===== src/rtl/core/stereo_resample_ring_mixer_macros.svh =====
// Assertion macros for the stereo resample ring mixer.
// Used by the top level; expands to nothing when SYNTHESIS is defined.
`ifndef STEREO_RESAMPLE_RING_MIXER_MACROS_SVH
`define STEREO_RESAMPLE_RING_MIXER_MACROS_SVH
`ifndef SYNTHESIS
`define SRRM_ASSERT_IMP(lbl, clk, rstn, ante, cons) \
  lbl: assert property (@(posedge clk) disable iff (!rstn) (ante) |-> (cons)) \
    else $error("srrm: assertion failed");
`define SRRM_ASSERT_NXT(lbl, clk, rstn, ante, cons) \
  lbl: assert property (@(posedge clk) disable iff (!rstn) (ante) |=> (cons)) \
    else $error("srrm: assertion failed");
`else
`define SRRM_ASSERT_IMP(lbl, clk, rstn, ante, cons)
`define SRRM_ASSERT_NXT(lbl, clk, rstn, ante, cons)
`endif
`endif


===== src/rtl/core/srrm_pkg.sv =====
// Shared types, constants and helpers for the stereo resample ring mixer.
// No dependencies.
`default_nettype none
package srrm_pkg;

  localparam int RING_SAMPLES = 65536;
  localparam int RING_AW      = $clog2(RING_SAMPLES);
  localparam int LVL_XW       = (RING_AW > 16) ? RING_AW : 16;

  localparam int STEP_W  = 17;
  localparam int PHASE_W = 19;
  localparam int VOL_W   = 16;
  localparam int SMP_W   = 16;
  localparam int PROD_W  = 49;
  localparam int SUM_W   = 50;

  localparam logic [PHASE_W-1:0] PHASE_ONE = PHASE_W'(65536);
  localparam logic [STEP_W-1:0]  MIN_STEP  = STEP_W'(23777);

  localparam int CFG_IDX_W  = 2;
  localparam int CFG_DATA_W = 17;

  localparam logic [STEP_W-1:0] RATE_STEP_RST    = STEP_W'(65536);
  localparam logic              STEREO_RST       = 1'b1;
  localparam logic [VOL_W-1:0]  MUSIC_VOLUME_RST = VOL_W'(32768);
  localparam logic              PAUSED_RST       = 1'b0;

  localparam int FULL_MIN_INT = (RING_SAMPLES - 6 > 65535) ? 65535 : RING_SAMPLES - 6;
  localparam logic [15:0] FULL_LEVEL_MIN = 16'(FULL_MIN_INT);

  typedef enum logic [CFG_IDX_W-1:0] {
    CFG_RATE_STEP    = 2'd0,
    CFG_STEREO       = 2'd1,
    CFG_MUSIC_VOLUME = 2'd2,
    CFG_PAUSED       = 2'd3
  } cfg_reg_e;

  typedef enum logic [1:0] {
    FUNC_PUSH  = 2'd0,
    FUNC_MIX   = 2'd1,
    FUNC_START = 2'd2
  } func_e;

  typedef enum logic [1:0] {
    ST_DONE   = 2'd0,
    ST_FULL   = 2'd1,
    ST_EMPTY  = 2'd2,
    ST_PAUSED = 2'd3
  } status_e;

  typedef enum logic [3:0] {
    S_IDLE,
    S_DEC,
    S_CNT,
    S_CHK,
    S_WR,
    S_MUL,
    S_SUM,
    S_DONE
  } state_e;

  typedef struct packed {
    logic [1:0]              func;
    logic signed [SMP_W-1:0] left_sample;
    logic signed [SMP_W-1:0] right_sample;
    logic signed [SMP_W-1:0] mix_in;
    logic [VOL_W-1:0]        system_volume;
  } in_item_t;

  typedef struct packed {
    logic [1:0]              status;
    logic signed [SMP_W-1:0] mixed_sample;
    logic [15:0]             ring_level;
  } out_item_t;

  typedef struct packed {
    logic    latch;
    logic    cnt_step;
    logic    wr;
    logic    commit;
    logic    rd;
    logic    mul;
    logic    sum;
    logic    clear;
    logic    set_status;
    status_e status_code;
    logic    emit;
  } cmd_t;

  typedef struct packed {
    logic [1:0] func;
    logic       paused;
    logic       empty;
    logic       acc_below;
    logic       fits;
    logic       pairs_zero;
    logic       wr_last;
  } stat_t;

  function automatic logic [15:0] sat_level(input logic [RING_AW-1:0] lvl);
    logic [LVL_XW-1:0] w;
    w = LVL_XW'(lvl);
    if (w > LVL_XW'(16'hFFFF)) begin
      return 16'hFFFF;
    end
    return w[15:0];
  endfunction

endpackage
`default_nettype wire


===== src/rtl/core/srrm_ctrl.sv =====
// Controller state machine for the stereo resample ring mixer.
// Depends on srrm_pkg; drives the datapath srrm_dp through cmd_t.
`default_nettype none
module srrm_ctrl (
  input  wire logic           clk_i,
  input  wire logic           rst_ni,
  input  wire logic           in_valid_i,
  output logic                in_stall_o,
  output logic                out_valid_o,
  input  wire logic           out_stall_i,
  input  wire srrm_pkg::stat_t stat_i,
  output srrm_pkg::cmd_t      cmd_o
);

  srrm_pkg::state_e state_q, state_d;
  logic out_valid_q, out_valid_d;
  logic emit_ok;

  assign emit_ok = !out_valid_q || !out_stall_i;

  always_ff @(posedge clk_i or negedge rst_ni) begin
    if (!rst_ni) begin
      state_q     <= srrm_pkg::S_IDLE;
      out_valid_q <= 1'b0;
    end else begin
      state_q     <= state_d;
      out_valid_q <= out_valid_d;
    end
  end

  always_comb begin
    state_d = state_q;
    unique case (state_q)
      srrm_pkg::S_IDLE: begin
        if (in_valid_i) begin
          state_d = srrm_pkg::S_DEC;
        end
      end
      srrm_pkg::S_DEC: begin
        case (stat_i.func)
          srrm_pkg::FUNC_PUSH: state_d = srrm_pkg::S_CNT;
          srrm_pkg::FUNC_MIX: begin
            if (stat_i.paused || stat_i.empty) begin
              state_d = srrm_pkg::S_DONE;
            end else begin
              state_d = srrm_pkg::S_MUL;
            end
          end
          default: state_d = srrm_pkg::S_DONE;
        endcase
      end
      srrm_pkg::S_CNT: begin
        if (!stat_i.acc_below) begin
          state_d = srrm_pkg::S_CHK;
        end
      end
      srrm_pkg::S_CHK: begin
        if (stat_i.fits && !stat_i.pairs_zero) begin
          state_d = srrm_pkg::S_WR;
        end else begin
          state_d = srrm_pkg::S_DONE;
        end
      end
      srrm_pkg::S_WR: begin
        if (stat_i.wr_last) begin
          state_d = srrm_pkg::S_DONE;
        end
      end
      srrm_pkg::S_MUL: state_d = srrm_pkg::S_SUM;
      srrm_pkg::S_SUM: state_d = srrm_pkg::S_DONE;
      srrm_pkg::S_DONE: begin
        if (emit_ok) begin
          state_d = srrm_pkg::S_IDLE;
        end
      end
      default: state_d = srrm_pkg::S_IDLE;
    endcase
  end

  always_comb begin
    cmd_o             = '0;
    cmd_o.status_code = srrm_pkg::ST_DONE;
    unique case (state_q)
      srrm_pkg::S_IDLE: cmd_o.latch = in_valid_i;
      srrm_pkg::S_DEC: begin
        case (stat_i.func)
          srrm_pkg::FUNC_MIX: begin
            if (stat_i.paused) begin
              cmd_o.set_status  = 1'b1;
              cmd_o.status_code = srrm_pkg::ST_PAUSED;
            end else if (stat_i.empty) begin
              cmd_o.set_status  = 1'b1;
              cmd_o.status_code = srrm_pkg::ST_EMPTY;
            end else begin
              cmd_o.rd = 1'b1;
            end
          end
          srrm_pkg::FUNC_START: cmd_o.clear = 1'b1;
          default: ;
        endcase
      end
      srrm_pkg::S_CNT: cmd_o.cnt_step = stat_i.acc_below;
      srrm_pkg::S_CHK: begin
        if (!stat_i.fits) begin
          cmd_o.set_status  = 1'b1;
          cmd_o.status_code = srrm_pkg::ST_FULL;
        end else if (stat_i.pairs_zero) begin
          cmd_o.commit = 1'b1;
        end
      end
      srrm_pkg::S_WR: begin
        cmd_o.wr     = 1'b1;
        cmd_o.commit = stat_i.wr_last;
      end
      srrm_pkg::S_MUL: cmd_o.mul = 1'b1;
      srrm_pkg::S_SUM: cmd_o.sum = 1'b1;
      srrm_pkg::S_DONE: cmd_o.emit = emit_ok;
      default: ;
    endcase
  end

  always_comb begin
    out_valid_d = out_valid_q;
    if (cmd_o.emit) begin
      out_valid_d = 1'b1;
    end else if (!out_stall_i) begin
      out_valid_d = 1'b0;
    end
  end

  assign in_stall_o  = (state_q != srrm_pkg::S_IDLE);
  assign out_valid_o = out_valid_q;

endmodule
`default_nettype wire


===== config.mk =====
export PLATFORM = sky130hd
export DESIGN_NAME = srrm_ctrl
export DESIGN_NICKNAME = d
export VERILOG_FILES = /design/src/rtl/core/stereo_resample_ring_mixer_macros.svh /design/src/rtl/core/srrm_pkg.sv /design/src/rtl/core/srrm_ctrl.sv
export SDC_FILE = /design/constraint.sdc
export NUM_CORES = 1
export LEC_CHECK = 0
export BUFFER_PORTS_ARGS = -buffer_cell sky130_fd_sc_hd__buf_2
export CAP_MARGIN = 15
export CELL_PAD_IN_SITES_DETAIL_PLACEMENT = 1
export CELL_PAD_IN_SITES_GLOBAL_PLACEMENT = 2
export CORE_MARGIN = 4
export CORE_UTILIZATION = 20
export CTS_CLUSTER_DIAMETER = 60
export DETAILED_ROUTE_END_ITERATION = 8
export PLACE_DENSITY_LB_ADDON = 0.1
export SLEW_MARGIN = 20
export SYNTH_ARGS = -nofsm -noshare
export SYNTH_HDL_FRONTEND = slang
export SYNTH_SLANG_ARGS = --single-unit

===== constraint.sdc =====
create_clock -name clk_i -period 1.4 [get_ports clk_i]
set_input_delay 0.07 -clock clk_i [delete_from_list [all_inputs] [get_ports clk_i]]
set_output_delay 0.07 -clock clk_i [all_outputs]
set_load 0.01 [all_outputs]

==> results.json <==
{
  "rsz0062_at_grt": "true",
  "grt_usage_pct": 11.7,
  "synthAdderAreaFrac_pct": 0,
  "period_needed_ps": 1460,
  "root_buffer": "clkbuf_4",
  "wl_met2_um": 701,
  "hpwl_um": 1110,
  "register_area_sq_um": 101,
  "switching_power_uw": 610,
  "fill_cells": 265,
  "cpMaxStageDelayCell": "dfrtp_1",
  "cts_tree": "built",
  "place_ws_ps": 63.7,
  "dr.max_layer_used": "met4",
  "synth_top_family_by_area": "simple AND/OR/NAND/NOR gates",
  "diodes": 0,
  "synthMuxAreaShare_pct": 2.43,
  "ys_warn_count": 0,
  "p_leak_uw": 0.000349,
  "wl_met1_um": 628,
  "h-tree-depth": 1,
  "p_per_area_nw_per_um2": 1870,
  "die_w_um": 53.4,
  "worstPathMaxFanout": 4,
  "netlist.area_leader.share_pct": 24.3,
  "core_area_sq_um": 1960,
  "syn_nets": 64,
  "cts_made_buffers": 3,
  "dr.pass1.iters": 2,
  "holdPathEnd": "out_valid_o$_DFFE_PN0P_",
  "synth.avg_cell_area_sq_um": 7.92,
  "layout-drive-gt1-share_pct": 60.7,
  "rrSetupSlack_ps": 40,
  "synth-simple-area-share_pct": 40.7,
  "critical_path_class": "reg2out",
  "max_slew.worst_pin.slew_ps": 228,
  "postSynthCellCount": 52,
  "r2r_start": "state_q[1]$_DFFE_PN0P_",
  "peakVddDrop_v": 0.000939,
  "synth.largest_area_cell": "dfrtp_1",
  "synth_cell_types": 29,
  "finalSetupViolations": 5,
  "vias": 521,
  "slew_headroom_pct": 84.7,
  "critPathCaptureType": "output port",
  "p_sw_share_pct": 47.9,
  "seq_power_share_pct": 19.0,
  "path_delay_family": "simple AND/OR/NAND/NOR gates",
  "drc": 0,
  "multi_input_area_sq_um": 322,
  "worstHoldPathType": "in2reg",
  "ios": 26,
  "yosys.area_share.xor_xnor_pct": 0,
  "violations": "setup timing",
  "die_h_um": 53.4,
  "area_growth_pct": 65.7,
  "path_cells": "nand2b_4 -> or3_4 -> o32ai_2 -> buf_2",
  "p_clk_share_pct": 12.2,
  "crit_path_start_kind": "flop",
  "clk_latency_ps": 250,
  "antenna_found_initial": 0,
  "cp.arrival_ps": 1390,
  "placementRows": 16,
  "die_area_sq_um": 2850,
  "post-route-period-util_pct": 104,
  "detail-route-antenna-nets": 0,
  "p_int_uw": 665,
  "synthTopCellsByArea": "dfrtp_1 24%, nand3b_1 5.5%, nor2_1 5.5%, or3_4 5.5%, nand2_1 4.6%",
  "tns_ps": -243,
  "via_per_inst": 4.69,
  "synth.cell_area_sq_um": 412,
  "finalMaxSlewViolations": 0,
  "r2r_end": "state_q[0]$_DFFE_PN0P_",
  "layout_common_cells": "25 x buf_2, 7 x buf_4, 5 x nor2_1",
  "reg2reg_depth": 4,
  "clock_sinks": 4,
  "worstHoldStart": "out_stall_i",
  "clkTransAtPathRegs_ps": 40,
  "fin_nets": 98,
  "status": "complete, but fails checks",
  "overflow": 0,
  "share_comb_of_total_power_pct": 68.9,
  "portBuffers": 25,
  "fin_skew_ps": 5.90,
  "gp_routability_congestion": 0.727,
  "final_common_cell": "buf_2",
  "hold_depth": 3,
  "slowest_delay_ps": 380,
  "seq_area_frac_synth_pct": 24.3,
  "finalHoldViolCount": 0,
  "wl_per_cell_um": 12.8,
  "synth_compound_area_share_pct": 21.3,
  "grt_max_degree": 11,
  "cp_data_required_time_ps": 1330,
  "clk_path_buf_depth": 2,
  "clock.fmax_mhz": 686,
  "fin_ws_ps": -58.3,
  "p_total_uw": 1270,
  "floorplan.initialDensity_pct": 21.0,
  "cap_violations": 0,
  "route.met3.wl_um": 77,
  "wirelength_um": 1430,
  "drtIter0Drc": 6,
  "grt_first_pass_wirelength_um": 2380,
  "grt_pass1_vias": 562,
  "yosys_register_bits": 4,
  "crit_buf_inv": 1
}
==> per-stage QoR <==
stage               utilization (%)  hold slack (ps)  std cells  instance area [sq um]
floorplan                         -             -226         52                    412
global placement               29.8             -118        106                    584
detailed placement             29.8             -116        106                    584
CTS                            33.6             90.4        111                    659
global route                   34.8              107        111                    682
finish                         34.8             96.0        111                    682
==> tightest hold or removal path: stages <==
cell	delay [ps]
buf_2	110
nand2_1	70
nand2_1	60
==> state kept, by name, indices dropped and copies added, names as in the netlist <==
register and flops:
out_valid_o 1, state_q 3
==> power by group through the flow <==
stage	sequential [uW]	clock, uW	combinational [uW]
after floorplan	208	0	505
after global placement	226	0	784
after detailed placement	229	0	761
after CTS	236	160	849
after global routing	249	168	976
final	242	155	878
==> per-layer routing <==
metal,GRT usage (%),vias to the layer above
li1,-,260
met1,14.2,240
met2,18.6,19
met3,3.66,2
met4,5.11,0
met5,0,-
==> logic make-up after synthesis <==
family	Yosys count
mux	1
buf+inv	8
simple gates	27
flops	4
compound gates	12
==> synthesized netlist by cell type (all sizes together) <==
cell	count
a32o	1
nor3	2
o22ai	1
nand3b	3
o32ai	2
and4	2
inv	4
buf	4
a31oi	1
nand2	5
and3	2
nand2b	2
a21boi	1
or3	2
a21oi	2
o21ai	3
nor2	6
mux2i	1
dfrtp	4
nor4b	1
a32oi	1
nand3	1
nor3b	1
==> cell type report <==
type / instances / share of cell area (%)
Tap cell: 27 / 4.95
Multi-Input combinational cell: 40 / 47.2
Clock buffer: 3 / 3.30
Timing Repair Buffer: 33 / 27.5
Sequential cell: 4 / 14.9
Inverter: 4 / 2.20
==> repair_timing <==
item                                   CTS  global route
buffers inserted                         1             0
pin swaps                                3             0
hold buffers                             1             0
resized for setup                        7             5
setup endpoints to repair                5            10
endpoints found under the hold margin    4             0
==> how the worst max path moves through the flow <==
stage	depth (start not counted)	slack [ps]	to	startpoint
2_1_floorplan	4	170	state_q[0]$_DFFE_PN0P_	state_q[1]$_DFFE_PN0P_
3_3_place_gp	4	80	state_q[0]$_DFFE_PN0P_	state_q[1]$_DFFE_PN0P_
3_5_place_dp	4	60	state_q[0]$_DFFE_PN0P_	state_q[1]$_DFFE_PN0P_
4_1_cts	4	-60	cmd_o[3]	state_q[1]$_DFFE_PN0P_
5_1_grt	4	-110	cmd_o[7]	state_q[1]$_DFFE_PN0P_
6_report	4	-60	cmd_o[3]	state_q[1]$_DFFE_PN0P_
No activity file was read; power rests on OpenSTA's default activity.
